[src/generation_mailbox_two_slot_top_assert.svh]
`ifndef GENERATION_MAILBOX_TWO_SLOT_TOP_ASSERT_SVH
`define GENERATION_MAILBOX_TWO_SLOT_TOP_ASSERT_SVH

// antecedent implies consequent in the same cycle, checked outside reset
`define GMTS_ASSERT_NOW(label, ante, cons, msg) \
   label: assert property (@(posedge clock) disable iff (reset) (ante) |-> (cons)) \
      else $error(msg);

// condition implies consequent in the next cycle, checked also across reset
`define GMTS_ASSERT_NEXT(label, ante, cons, msg) \
   label: assert property (@(posedge clock) (ante) |=> (cons)) \
      else $error(msg);

`endif

[src/gmts_pkg.sv]
package gmts_pkg;

   localparam logic [2:0] OP_OPEN   = 3'd0;
   localparam logic [2:0] OP_POST   = 3'd1;
   localparam logic [2:0] OP_CLOSE  = 3'd2;
   localparam logic [2:0] OP_QUERY  = 3'd3;
   localparam logic [2:0] OP_TAKE   = 3'd4;
   localparam logic [2:0] OP_RETIRE = 3'd5;

   localparam logic [1:0] KIND_NONE   = 2'd0;
   localparam logic [1:0] KIND_REPORT = 2'd1;
   localparam logic [1:0] KIND_FRAME  = 2'd2;

   localparam logic [2:0] REASON_FAULT = 3'b100;
   localparam logic [1:0] NUM_SLOTS    = 2'd2;

   typedef enum logic [1:0] {
      ST_IDLE,
      ST_READ,
      ST_SEND
   } state_type;

   typedef struct packed {
      logic [2:0]  opcode;
      logic [31:0] generation;
      logic [7:0]  data_byte;
      logic        last_byte;
      logic [31:0] timestamp;
      logic [2:0]  close_reasons;
   } req_item_type;

   typedef struct packed {
      logic        ok;
      logic [1:0]  kind;
      logic [31:0] out_generation;
      logic [31:0] out_timestamp;
      logic [2:0]  out_reasons;
      logic [7:0]  out_byte;
      logic        last;
   } rsp_item_type;

endpackage

[src/gmts_ram.sv]
module gmts_ram #(
   parameter int WIDTH = 8,
   parameter int DEPTH = 32
) (
   input  logic                                   clock,
   input  logic                                   we,
   input  logic [(DEPTH > 1 ? $clog2(DEPTH) : 1)-1:0] waddr,
   input  logic [WIDTH-1:0]                       wdata,
   input  logic                                   re,
   input  logic [(DEPTH > 1 ? $clog2(DEPTH) : 1)-1:0] raddr,
   output logic [WIDTH-1:0]                       rdata
);

   logic [WIDTH-1:0] mem_ff [DEPTH];
   logic [WIDTH-1:0] rdata_ff;

   always_ff @(posedge clock) begin
      if (we) begin
         mem_ff[waddr] <= wdata;
      end
      if (re) begin
         rdata_ff <= mem_ff[raddr];
      end
   end

   assign rdata = rdata_ff;

endmodule

[src/gmts_out.sv]
module gmts_out
   import gmts_pkg::*;
(
   input  logic         clock,
   input  logic         reset,
   input  logic         push,
   input  rsp_item_type push_item,
   output logic         room,
   output logic         out_valid,
   input  logic         out_ready,
   output rsp_item_type out_item
);

   rsp_item_type q0_ff, q0_in;
   rsp_item_type q1_ff, q1_in;
   logic [1:0]   cnt_ff, cnt_in;
   logic         pop;

   assign pop       = (cnt_ff != 2'd0) && out_ready;
   assign room      = (cnt_ff != 2'd2);
   assign out_valid = (cnt_ff != 2'd0);
   assign out_item  = q0_ff;

   always_comb begin
      q0_in  = q0_ff;
      q1_in  = q1_ff;
      cnt_in = cnt_ff + {1'b0, push} - {1'b0, pop};
      if (pop) begin
         if (cnt_ff == 2'd2) begin
            q0_in = q1_ff;
         end else if (push) begin
            q0_in = push_item;
         end
      end else if (push && (cnt_ff == 2'd0)) begin
         q0_in = push_item;
      end
      if (push && !pop && (cnt_ff == 2'd1)) begin
         q1_in = push_item;
      end
   end

   always_ff @(posedge clock) begin
      if (reset) begin
         cnt_ff <= 2'd0;
      end else begin
         cnt_ff <= cnt_in;
      end
      q0_ff <= q0_in;
      q1_ff <= q1_in;
   end

endmodule

[src/gmts_ctrl.sv]
module gmts_ctrl
   import gmts_pkg::*;
#(
   parameter int FRAME_BYTES = 16
) (
   input  logic         clock,
   input  logic         reset,
   input  logic         req_valid,
   output logic         req_ready,
   input  req_item_type req_item,
   input  logic         csr_valid,
   input  logic [31:0]  csr_data,
   input  logic         room,
   output logic         push,
   output rsp_item_type push_item
);

   localparam int IW = (FRAME_BYTES > 1) ? $clog2(FRAME_BYTES) : 1;
   localparam int AW = $clog2(2 * FRAME_BYTES);
   localparam logic [IW-1:0] LAST_POS = IW'(FRAME_BYTES - 1);

   state_type    state_ff, state_in;
   logic [31:0]  timeout_ff;
   logic [31:0]  gen_ff, gen_in;
   logic         open_ff, open_in;
   logic [2:0]   rb_ff, rb_in;
   logic         rep_ff, rep_in;
   logic [1:0]   fc_ff, fc_in;
   logic         head_ff, head_in;
   logic [IW-1:0] fill_ff, fill_in;
   logic [31:0]  time_ff [2];
   logic [31:0]  time_in [2];
   logic         run_slot_ff, run_slot_in;
   logic [IW-1:0] idx_ff, idx_in;
   logic [31:0]  run_time_ff, run_time_in;

   logic         acc;
   logic         start_run;
   logic         single_push;
   logic         send_push;
   rsp_item_type single_item;
   rsp_item_type send_item;
   logic         gen_match;
   logic         tail;
   logic         mem_we;
   logic [AW-1:0] mem_waddr;
   logic         mem_re;
   logic [AW-1:0] mem_raddr;
   logic [7:0]   mem_rdata;
   logic [31:0]  age;
   logic         timed_out;

   assign acc       = req_valid && req_ready;
   assign gen_match = open_ff && (req_item.generation != 32'd0) &&
                      (gen_ff == req_item.generation);
   assign tail      = head_ff ^ fc_ff[0];
   assign mem_waddr = tail ? (AW'(FRAME_BYTES) + AW'(fill_ff)) : AW'(fill_ff);
   assign mem_raddr = run_slot_ff ? (AW'(FRAME_BYTES) + AW'(idx_ff)) : AW'(idx_ff);
   assign age       = req_item.timestamp - time_ff[head_ff];
   assign timed_out = (fc_ff != 2'd0) && (age > timeout_ff);

   gmts_ram #(
      .WIDTH (8),
      .DEPTH (2 * FRAME_BYTES)
   ) u_bytes (
      .clock (clock),
      .we    (mem_we),
      .waddr (mem_waddr),
      .wdata (req_item.data_byte),
      .re    (mem_re),
      .raddr (mem_raddr),
      .rdata (mem_rdata)
   );

   // next state
   always_comb begin
      state_in = state_ff;
      unique case (state_ff)
         ST_IDLE: begin
            if (start_run) begin
               state_in = ST_READ;
            end
         end
         ST_READ: begin
            state_in = ST_SEND;
         end
         ST_SEND: begin
            if (room) begin
               state_in = (idx_ff == LAST_POS) ? ST_IDLE : ST_READ;
            end
         end
         default: begin
            state_in = ST_IDLE;
         end
      endcase
   end

   // fsm outputs
   always_comb begin
      req_ready = 1'b0;
      mem_re    = 1'b0;
      send_push = 1'b0;
      unique case (state_ff)
         ST_IDLE: req_ready = room;
         ST_READ: mem_re    = 1'b1;
         ST_SEND: send_push = room;
         default: req_ready = 1'b0;
      endcase
   end

   always_comb begin
      send_item                = '0;
      send_item.ok             = 1'b1;
      send_item.kind           = KIND_FRAME;
      send_item.out_generation = gen_ff;
      send_item.out_timestamp  = run_time_ff;
      send_item.out_byte       = mem_rdata;
      send_item.last           = (idx_ff == LAST_POS);
   end

   assign push      = single_push || send_push;
   assign push_item = send_push ? send_item : single_item;

   // mailbox state update
   always_comb begin : mailbox_update
      logic [2:0] rb_t;
      logic       rep_t;
      logic [1:0] fc_t;
      gen_in      = gen_ff;
      open_in     = open_ff;
      rb_in       = rb_ff;
      rep_in      = rep_ff;
      fc_in       = fc_ff;
      head_in     = head_ff;
      fill_in     = fill_ff;
      time_in     = time_ff;
      run_slot_in = run_slot_ff;
      idx_in      = idx_ff;
      run_time_in = run_time_ff;
      mem_we      = 1'b0;
      start_run   = 1'b0;
      single_push = 1'b0;
      single_item = '0;
      single_item.last = 1'b1;
      rb_t  = rb_ff;
      rep_t = rep_ff;
      fc_t  = fc_ff;
      if (send_push && (idx_ff != LAST_POS)) begin
         idx_in = idx_ff + IW'(1);
      end
      if (acc) begin
         single_push = 1'b1;
         unique case (req_item.opcode)
            OP_OPEN: begin
               if (!open_ff && (rb_ff == 3'd0) && !rep_ff && (fc_ff == 2'd0) &&
                   !head_ff && (req_item.generation != 32'd0) &&
                   (req_item.generation > gen_ff)) begin
                  gen_in         = req_item.generation;
                  open_in        = 1'b1;
                  fill_in        = '0;
                  single_item.ok = 1'b1;
               end
            end
            OP_POST: begin
               if (gen_match && (rb_ff == 3'd0)) begin
                  if (fc_ff >= NUM_SLOTS) begin
                     rb_in   = REASON_FAULT;
                     rep_in  = 1'b0;
                     fc_in   = 2'd0;
                     fill_in = '0;
                  end else begin
                     mem_we = 1'b1;
                     if (req_item.last_byte && (fill_ff == LAST_POS)) begin
                        time_in[tail]  = req_item.timestamp;
                        fc_in          = fc_ff + 2'd1;
                        fill_in        = '0;
                        single_item.ok = 1'b1;
                     end else if (req_item.last_byte || (fill_ff == LAST_POS)) begin
                        rb_in   = REASON_FAULT;
                        rep_in  = 1'b0;
                        fc_in   = 2'd0;
                        fill_in = '0;
                     end else begin
                        fill_in        = fill_ff + IW'(1);
                        single_item.ok = 1'b1;
                     end
                  end
               end
            end
            OP_CLOSE: begin
               if ((req_item.close_reasons != 3'd0) && gen_match) begin
                  if ((rb_ff & req_item.close_reasons) != req_item.close_reasons) begin
                     rep_in = 1'b0;
                  end
                  rb_in          = rb_ff | req_item.close_reasons;
                  fc_in          = 2'd0;
                  fill_in        = '0;
                  single_item.ok = 1'b1;
               end
            end
            OP_QUERY: begin
               single_item.ok = gen_match && (rb_ff == 3'd0);
            end
            OP_TAKE: begin
               if (timed_out) begin
                  if ((rb_ff & REASON_FAULT) != REASON_FAULT) begin
                     rep_t = 1'b0;
                  end
                  rb_t    = rb_ff | REASON_FAULT;
                  fc_t    = 2'd0;
                  fill_in = '0;
               end
               rb_in  = rb_t;
               rep_in = rep_t;
               fc_in  = fc_t;
               if ((rb_t != 3'd0) && !rep_t) begin
                  rep_in                     = 1'b1;
                  single_item.ok             = 1'b1;
                  single_item.kind           = KIND_REPORT;
                  single_item.out_generation = gen_ff;
                  single_item.out_reasons    = rb_t;
               end else if (fc_t != 2'd0) begin
                  fc_in       = fc_t - 2'd1;
                  head_in     = ~head_ff;
                  start_run   = 1'b1;
                  single_push = 1'b0;
                  run_slot_in = head_ff;
                  idx_in      = '0;
                  run_time_in = time_ff[head_ff];
               end
            end
            OP_RETIRE: begin
               if (gen_match && (rb_ff != 3'd0) && rep_ff) begin
                  open_in        = 1'b0;
                  rb_in          = 3'd0;
                  rep_in         = 1'b0;
                  fc_in          = 2'd0;
                  head_in        = 1'b0;
                  fill_in        = '0;
                  single_item.ok = 1'b1;
               end
            end
            default: begin
               single_item.ok = 1'b0;
            end
         endcase
      end
   end

   always_ff @(posedge clock) begin
      if (reset) begin
         state_ff   <= ST_IDLE;
         timeout_ff <= 32'd1000;
         gen_ff     <= 32'd0;
         open_ff    <= 1'b0;
         rb_ff      <= 3'd0;
         rep_ff     <= 1'b0;
         fc_ff      <= 2'd0;
         head_ff    <= 1'b0;
         fill_ff    <= '0;
      end else begin
         state_ff <= state_in;
         if (csr_valid) begin
            timeout_ff <= csr_data;
         end
         gen_ff  <= gen_in;
         open_ff <= open_in;
         rb_ff   <= rb_in;
         rep_ff  <= rep_in;
         fc_ff   <= fc_in;
         head_ff <= head_in;
         fill_ff <= fill_in;
      end
      time_ff     <= time_in;
      run_slot_ff <= run_slot_in;
      idx_ff      <= idx_in;
      run_time_ff <= run_time_in;
   end

endmodule

[src/generation_mailbox_two_slot_top.sv]
// channel  | direction | handshake              | payload
// req      | in        | req_tvalid/req_tready  | req_tdata, req_tuser, req_tlast
// rsp      | out       | rsp_tvalid/rsp_tready  | rsp_tdata, rsp_tuser, rsp_tlast
// csr      | in        | csr_valid/csr_ready    | csr_data (timeout_ticks)
//
// open, post, close, query, retire and a take without a frame: accepted while idle, one result each
// take with a frame: one byte ram read and one send per byte, each send waiting for queue room
// results pass through a two-entry output queue; req_tready drops when it is full
// synchronous reset clears control state; frame bytes and slot times need no clearing
`include "generation_mailbox_two_slot_top_assert.svh"
module generation_mailbox_two_slot_top
   import gmts_pkg::*;
#(
   parameter int FRAME_BYTES = 16
) (
   input  logic        clock,
   input  logic        reset,
   input  logic        req_tvalid,
   output logic        req_tready,
   input  logic [79:0] req_tdata,   // generation, data_byte, timestamp, close_reasons
   input  logic [2:0]  req_tuser,   // opcode
   input  logic        req_tlast,   // last_byte
   output logic        rsp_tvalid,
   input  logic        rsp_tready,
   output logic [79:0] rsp_tdata,   // ok, out_generation, out_timestamp, out_reasons, out_byte
   output logic [1:0]  rsp_tuser,   // kind
   output logic        rsp_tlast,   // last
   input  logic        csr_valid,
   output logic        csr_ready,
   input  logic [31:0] csr_data
);

   req_item_type req_item;
   rsp_item_type push_item;
   rsp_item_type out_item;
   logic         push;
   logic         room;

   assign req_item.opcode        = req_tuser;
   assign req_item.generation    = req_tdata[31:0];
   assign req_item.data_byte     = req_tdata[39:32];
   assign req_item.last_byte     = req_tlast;
   assign req_item.timestamp     = req_tdata[71:40];
   assign req_item.close_reasons = req_tdata[74:72];

   assign csr_ready = 1'b1;

   gmts_ctrl #(
      .FRAME_BYTES (FRAME_BYTES)
   ) u_ctrl (
      .clock     (clock),
      .reset     (reset),
      .req_valid (req_tvalid),
      .req_ready (req_tready),
      .req_item  (req_item),
      .csr_valid (csr_valid),
      .csr_data  (csr_data),
      .room      (room),
      .push      (push),
      .push_item (push_item)
   );

   gmts_out u_out (
      .clock     (clock),
      .reset     (reset),
      .push      (push),
      .push_item (push_item),
      .room      (room),
      .out_valid (rsp_tvalid),
      .out_ready (rsp_tready),
      .out_item  (out_item)
   );

   assign rsp_tdata = {4'd0, out_item.out_byte, out_item.out_reasons,
                       out_item.out_timestamp, out_item.out_generation, out_item.ok};
   assign rsp_tuser = out_item.kind;
   assign rsp_tlast = out_item.last;

   `GMTS_ASSERT_NOW(a_run_only_frames, rsp_tvalid && !rsp_tlast, rsp_tuser == KIND_FRAME, "open run that is not a frame")
   `GMTS_ASSERT_NOW(a_report_has_reasons, rsp_tvalid && (rsp_tuser == KIND_REPORT), rsp_tdata[67:65] != 3'd0, "closed report without reasons")
   `GMTS_ASSERT_NOW(a_frame_ok, rsp_tvalid && (rsp_tuser == KIND_FRAME), rsp_tdata[0] && (rsp_tdata[67:65] == 3'd0), "frame byte with bad ok or reasons")
   `GMTS_ASSERT_NEXT(a_reset_empty, reset, !rsp_tvalid, "result pending after reset")

endmodule

[config.mk]
export PLATFORM = sky130hd
export DESIGN_NAME = generation_mailbox_two_slot_top
export DESIGN_NICKNAME = d
export VERILOG_FILES = /design/src/gmts_pkg.sv /design/src/gmts_ram.sv /design/src/gmts_out.sv /design/src/gmts_ctrl.sv /design/src/generation_mailbox_two_slot_top.sv
export VERILOG_INCLUDE_DIRS = /design/src /design/src/src
export SDC_FILE = /design/constraint.sdc
export NUM_CORES = 1
export LEC_CHECK = 0
export ABC_AREA = 0
export BUFFER_PORTS_ARGS = -buffer_cell sky130_fd_sc_hd__buf_2
export CORE_MARGIN = 1
export CORE_UTILIZATION = 60
export CTS_CLUSTER_DIAMETER = 40
export CTS_CLUSTER_SIZE = 40
export DETAILED_ROUTE_END_ITERATION = 8
export HOLD_SLACK_MARGIN = 0.05
export PLACE_DENSITY = 0.88
export SLEW_MARGIN = 20
export SYNTH_ARGS = -nofsm -noshare
export SYNTH_HDL_FRONTEND = slang
export SYNTH_HIERARCHICAL = 1
export SYNTH_SLANG_ARGS = --single-unit
export TNS_END_PERCENT = 100
[constraint.sdc]
create_clock -name clock -period 23.8 [get_ports clock]
set_input_delay 5.95 -clock clock [delete_from_list [all_inputs] [get_ports clock]]
set_output_delay 5.95 -clock clock [all_outputs]
set_load 0.1 [all_outputs]
==> results of run 1 <==
-- state kept, by name (all words and copies together) (netlist names), 8 cells and up --
name / count
u_ctrl/gen_ff: 32
u_ctrl/run_time_ff: 32
u_ctrl/time_ff: 64
u_ctrl/timeout_ff: 32
u_ctrl/u_bytes/mem_ff: 256
u_ctrl/u_bytes/rdata: 8
u_out/out_item: 79
u_out/q1_ff: 79
-- synth_stat cells (28+ instances only) --
library cell	instances
a21o_1	32
mux2_2	84
ha_1	103
a21oi_1	83
clkbuf_1	28
dfxtp_1	84
edfxtp_1	519
and2_1	40
mux2i_1	90
mux4_2	80
nand2_1	37
inv_1	123
nor2_1	151
-- area by class of cell --
cell class              count  share of cell area
clock inverters            43             0.01982
repair buffers            212             0.03829
flip-flops and latches    603              0.5678
diodes                      7           0.0005758
clock buffers              66             0.05079
multi-input cells         976              0.2833
well taps                 585             0.02406
inverters                 124             0.01530
-- power breakdown --
| group | internal [mW] | switching (mW) | total (mW) |
|---|---|---|---|
| sequential | 1.17 | 0.00786 | 1.17 |
| clock | 0.597 | 0.420 | 1.02 |
| combinational | 0.0521 | 0.177 | 0.229 |
-- worst max-delay path, delay by kind of cell --
kind,cells,cell delay (ns)
buffers and inverters,5,0.93
muxes,1,0.21
and+or+nand+nor,5,1.06
adders and majority gates,3,0.88
xor gates and xnor gates,1,0.14
AOI/OAI and AO/OA,12,3.48
-- worst max path at each step --
stage | end | start | slack, ns
4_1_cts | u_out/out_item[15] | req_tdata[40] | 11.36
5_1_grt | u_out/out_item[15] | req_tdata[40] | 11.02
3_5_place_dp | u_out/out_item[32] | req_tdata[40] | 10.87
3_3_place_gp | u_out/out_item[32] | req_tdata[40] | 11.00
6_report | u_out/out_item[26] | req_tdata[40] | 11.35
2_1_floorplan | u_out/q1_ff[0] | req_tdata[40] | 5.08
-- logic make-up after synthesis --
logic type      count (synthesis)  synth area share
xor+xnor                       28          0.009193
simple gates                  362           0.06829
compound gates                216           0.05427
other cells                     2         0.0002815
buf+inv                       190           0.03189
mux                           261            0.1397
fa+ha+maj                     104           0.04906
flops                         603            0.6473
-- routing by layer --
metal,GRT usage,part of all wire,vias to the layer above
met5,0,0.0015,-
met4,0.1020,0.037,16
met3,0.05986,0.086,174
met2,0.4514,0.48,958
met1,0.3725,0.39,8111
li1,-,-,7126
-- stage by stage --
| stage | util | setup WS [ns] |
|---|---|---|
| finish | 0.7000 | 11.35 |
| global route | 0.7000 | 11.02 |
| floorplan | - | 5.078 |
| CTS | 0.6975 | 11.36 |
| global placement | 0.6480 | 11.00 |
| detailed placement | 0.6480 | 10.87 |
==> summary.md, run 1 <==
| Metric | Value |
|---|---|
| Chip Width | 212.9 um |
| CP Launch Type | input port |
| Htree depth | 2 |
| Cts repair resizes | 0 |
| Yosys cell types | 76 |
| Via density | roughly 6.3 |
| Mapped Cells | approximately 1,800 |
| Worst R2R End | u_out/out_item[26] |
| Die area | between 40,000 and 50,000 um^2 |
| Avg Inst Size Synth | between 15 and 20 um^2 |
| Nets | around 2,200 |
| Max stage delay on crit path | about 0.44 ns |
| Critical path data arrival time | around 13 ns |
| Most frequent cells in the layout | 519 x edfxtp_1, 196 x buf_2, 149 x nor2_1, 123 x inv_1, 103 x ha_1 |
| Initial antenna violation count | 14 |
| Drt wl/cell | about 24 um |
| Multi-input logic area | about 8600 um^2 |
| Asr flop ratio synth | 0 |
| Max_cap viols | 0 |
| Commonest non-fill, non-tap cell in the layout | edfxtp_1 |
| Max Freq | about 80 MHz |
| Power per Cell Area | slightly below 80 nW/um^2 |
| Clock buffer depth | 3 |
| Placed insts | 2,497 |
| Routed via count | around 16,000 |
| Fin Clk Skew | roughly 0.025 ns |
| Finished Layout Cells | ~2,600 |
| Hold Crit Depth | 2 |
| Final Max Slew Viols | 0 |
| Post-CTS setup buffers | 0 |
| Clock root cell | clkbuf_16 |
| Fill cells | 2,601 |
| Post-route cell area | 30,420 um^2 |
| Antenna Nets Post-Route | 0 |
| Ranking of synthesized cells by area | edfxtp_1 58%, mux4_2 6.8%, dfxtp_1 6.3%, ha_1 4.8%, mux2_2 3.5% |
| Sink Count | around 600 |
| Vias in the first global route | around 16,000 |
| Core area | 43,460 um^2 |
| Layout cells sized above 1 | 0.2510 |
| Final Hold Violating Endpoints | 0 |
| Max IR drop VDD | between 0.05 and 0.06 mV |
| GPL Wtd Cong | approximately 0.88 |
| TNS Setup | 0 ns |
| Post-synth EDFFs | about 520 |
| Storage element area | about 17,000 um^2 |
| Slew @ Worst Pin | 1.084 ns |
| Final WL | around 62,000 um |
| Area after DPL | 28,160 um^2 |
| Placement Rows | 76 |
| Crit Path Max Fanout | 58 |
| Die height | approximately 210 um |
| Yosys top cell area share | 0.5842 |
| Final critical-path share of the clock period | 0.5229 |
| R2R setup slack | approximately 15 ns |
| Power Total | about 2.4 mW |
| Slowest library cell on the worst path | o41ai_4 |
| Final setup vio count | 0 |
| Clock Pin Slew Worst Setup and Hold Paths | around 0.07 ns |
| Synth Flop Type | edfxtp_1 |
| DRC viols | 0 |
| Initial DRC Count | 1,880 |
| Setup crit end kind | register |
| Tightest Hold Check Type | register to register |
| Largest net degree at the start of global routing | 80 |
| Initial Utilization | 0.6138 |
| Status | completed |
| Total global routing track utilization | 0.2786 |
| Grt ovf | 0 |
| Pre-Repair DR Iteration Count | 6 |
| Synth warnings | 6 |
| CTS tree | yes |
| Hpwl dp | around 40,000 um |
| Cell taking the most area after synthesis | edfxtp_1 |
| Worst EP required | approximately 24 ns |
| CTS Buf Count | between 50 and 60 |
| I/O pin count | a little over 200 |
| Share of synthesized area occupied by flip-flops and latches | 0.6473 |
| Worst r2r src | u_ctrl/head_ff |
| Critical path class | input port to register |
| Port Buffers | 196 |
| Worst R2R Path Depth | 27 |
| RSZ-0062 raised after global routing | no |
| Final hold slack | approximately 0.50 ns |
| Min Tclk post-route | between 10 and 15 ns |
| Hold_buf cts | 0 |
| Worst skew pair latency | 0.63 ns |
| Cell area after synthesis | about 27,000 um^2 |
| Synth-to-layout area growth | 14.04% |
| First-pass GRT wire length | 94,770 um |
| Static leakage | approximately 11 nW |
| Max-slew headroom | 0.2758 |
| Worst hold start | u_ctrl/timeout_ff[23] |
| Worst Hold End | u_ctrl/timeout_ff[23] |
| Flops & latches, synth | around 600 |
Note: power is estimated with default switching activity, not from simulation.
==> run 2: changes to the inputs <==
Settings changed: ABC_AREA 0 to 1, CORE_UTILIZATION 60 to 61, PLACE_DENSITY 0.88 to 0.89.
Clock period 23.8 ns to 13.05 ns, I/O delays scaled along.
==> summary.md, run 2 <==
| Metric | Value |
|---|---|
| Status | completed |
| Core area | 44,610 um^2 (+2.6%) |
| Clock Pin Slew Worst Setup and Hold Paths | 0.06 ns (about the same) |
| CP most frequent cell | nand2_1 |
| Final Max Slew Viols | 0 (unchanged) |
| Slew @ Worst Pin | 1.104 ns (+0.02033 ns) |
| Min Tclk post-route | 8.541 ns |
| Top post-synthesis cells by count | 808 x nand2_1, 519 x edfxtp_1, 243 x nand3_1 |
| Port Buffers | 196 (unchanged) |
| Static leakage | 12.94 nW (+15%) |
| Sink Count | 603 (unchanged) |
| Layout cells sized above 1 | 0.1474 (-0.1036) |
| Nets | 3,135 (+43%) |
| Proportion of synthesized area in mux cells | 0 (-0.1397) |
| Biggest register | u_ctrl/u_bytes/mem_ff |
| Flops & latches, synth | 603 (unchanged) |
| Initial antenna violation count | 9 (-5) |
| Post-synthesis compound-gate area fraction | 0.05729 (+0.003022) |
| CTS Buf Count | 74 (+28%) |
| Synth-to-layout area growth | 13.61% |
| Final hold slack | 0.4755 ns (-0.02108 ns) |
| Initial DRC Count | 2,908 (+55%) |
| Post-synth EDFFs | 519 (unchanged) |
| Simple-Gate Fraction of Synth Area | 0.2065 (+0.1382) |
| Final critical-path share of the clock period | 0.6545 |
| Max-slew headroom | 0.2640 (-0.01184) |
| Critical path class | input port to register |
| Initial Utilization | 0.6242 (+0.01040) |
| Fin Clk Skew | 0.02992 ns (+0.004680 ns) |
| Fill cells | 2,844 (+9.3%) |
| Final Hold Violating Endpoints | 0 (unchanged) |
| Power per Cell Area | 181.9 nW/um^2 (+130%) |
| Area after DPL | 28,990 um^2 (+3.0%) |
| Routed via count | 21,010 (+28%) |
| Cell area after synthesis | 27,850 um^2 (+4.4%) |
| Mapped Cells | 2,729 (+55%) |
| Max stage delay on crit path | 0.53 ns (+0.09 ns) |
| Via density | 5.880 (-6.1%) |
| Max IR drop VDD | 0.1203 mV (+110%) |
| Most frequent cells in the layout | 808 x nand2_1, 519 x edfxtp_1, 241 x nand3_1, 234 x inv_1, 230 x nor2_1 |
| Final WL | 68,650 um (+10%) |
| Asr flop ratio synth | 0 (unchanged) |
| Yosys cell types | 46 (-39%) |
| Post-CTS setup buffers | 0 (unchanged) |
| First-pass GRT wire length | 107,700 um (+14%) |
| Max reg flops | 256 (unchanged) |
| Grt ovf | 0 (unchanged) |
| Main combinational cell family by area after synthesis | simple AND/OR/NAND/NOR gates |
| Clock root cell | clkbuf_16 |
| Avg Inst Size Synth | 10.20 um^2 (-32%) |
| CP Launch Type | input port |
| Count leader, synth | nand2_1 |
| Worst EP required | 13.30 ns (-10.79 ns) |
| Synth Flop Type | edfxtp_1 |
| Largest net degree at the start of global routing | 103 (+29%) |
| Worst skew pair latency | 0.61 ns (-0.02 ns) |
| Max_cap viols | 0 (unchanged) |
| Die height | 215.7 um (+1.3%) |
| Max Freq | 117.1 MHz |
| Cts repair resizes | 0 (unchanged) |
| Slowest library cell on the worst path | buf_4 |
| Cell taking the most area after synthesis | edfxtp_1 |
| Antenna Nets Post-Route | 0 (unchanged) |
| Htree depth | 3 (+1) |
| Hold_buf cts | 0 (unchanged) |
| Post-Synth XOR/XNOR Area | 0.009751 (+0.0005574) |
| DRC viols | 0 (unchanged) |
| Tightest Hold Check Type | register to register |
| Die area | 46,510 um^2 (+2.6%) |
| CTS tree | yes |
| Setup crit end kind | register |
| Vias in the first global route | 20,560 (+26%) |
| Share of synthesized area occupied by flip-flops and latches | 0.6201 (-0.02719) |
| Total global routing track utilization | 0.2954 (+0.01679) |
| Yosys top cell area share | 0.5597 (-0.02455) |
| RSZ-0062 raised after global routing | no |
| Final setup vio count | 0 (unchanged) |
| I/O pin count | 207 (unchanged) |
| Hpwl dp | 43,070 um (+10%) |
| GPL Wtd Cong | 0.9227 (+4.6%) |
| Critical path data arrival time | 8.79 ns (-3.94 ns) |
| Drt wl/cell | 19.21 um (-19%) |
| Ranking of synthesized cells by area | edfxtp_1 56%, nand2_1 11%, dfxtp_1 6.0%, ha_1 4.6%, nand3_1 4.4% |
| Pre-Repair DR Iteration Count | 8 (+2) |
| Commonest non-fill, non-tap cell in the layout | nand2_1 |
| Synth warnings | 6 (unchanged) |
| Post-route cell area | 31,640 um^2 (+4.0%) |
| Crit Path Max Fanout | 51 (-12%) |
| TNS Setup | 0 ns (unchanged) |
| Chip Width | 215.7 um (+1.3%) |
| Placement Rows | 77 (+1.3%) |
| Adder-cell share of the synthesized area | 0.04700 (-0.002061) |
| Clock buffer depth | 3 (unchanged) |
[run 2: routing by layer]
metal  GRT usage  part of all wire  up-vias
met5           0                 0        -
li1            -                 -     9564
met2      0.4930              0.48     1395
met1      0.3847              0.38     9825
met4      0.1336             0.040        0
met3     0.04228             0.096      230
[run 2: layout make-up]
cell class                 instances  area [um^2]  share of cell area
antenna                           10        25.02           0.0007910
clock buffer                      81         1952             0.06170
clock inverter                    57        663.1             0.02096
inverter                         242        910.9             0.02879
multi-input combinational       1778         8979              0.2838
sequential                       603        17270              0.5460
tap                              592        740.7             0.02341
timing repair buffer             211         1094             0.03457
[run 2: path summary, 6_finish.rpt]
| kind | start | to | slack [ns] | depth (start not counted) |
|---|---|---|---|---|
| max reg2reg | u_ctrl/head_ff | u_out/q1_ff[60] | 5.90 | 30 |
| min reg2reg | u_ctrl/timeout_ff[27] | u_ctrl/timeout_ff[27] | 0.48 | 2 |
| min | u_ctrl/timeout_ff[27] | u_ctrl/timeout_ff[27] | 0.48 | 2 |
| max | req_tdata[40] | u_out/q1_ff[60] | 4.51 | 30 |
[run 2: metrics by stage]
step                      cells  setup WS [ns]  total power, mW    util
after floorplan            2732          2.385            3.390       -
after global placement     3426          4.343            3.570  0.6500
after detailed placement   3426          4.115            3.626  0.6500
after CTS                  3564          4.667            5.756  0.7086
after global routing       3573          4.171            5.960  0.7092
final                      3574          4.509            5.755  0.7092
[run 2: cell families (layout without fill, tap and decap cells)]
| group | count (synthesis) | in the layout |
|---|---|---|
| adder cells (fa/ha/maj) | 104 | 104 |
| flip-flops | 603 | 603 |
| AO/OA/AOI/OAI | 260 | 260 |
| buffers and inverters | 351 | 591 |
| AND/OR/NAND/NOR | 1378 | 1378 |
| other | 2 | 15 |
| XOR/XNOR | 31 | 31 |
[run 2: report_power, final]
| group | switching [mW] | total, mW | internal, mW |
|---|---|---|---|
| combinational | 1.07 | 1.37 | 0.295 |
| clock | 0.873 | 2.12 | 1.25 |
| sequential | 0.0651 | 2.27 | 2.20 |
| total | 2.01 | 5.76 | 3.74 |
[run 2: critical path, delay by kind of cell]
family	cells	cell delay, ns
simple gates	17	2.26
compound gates	4	1.05
xor+xnor	1	0.09
fa+ha+maj	3	0.87
buf+inv	5	1.20
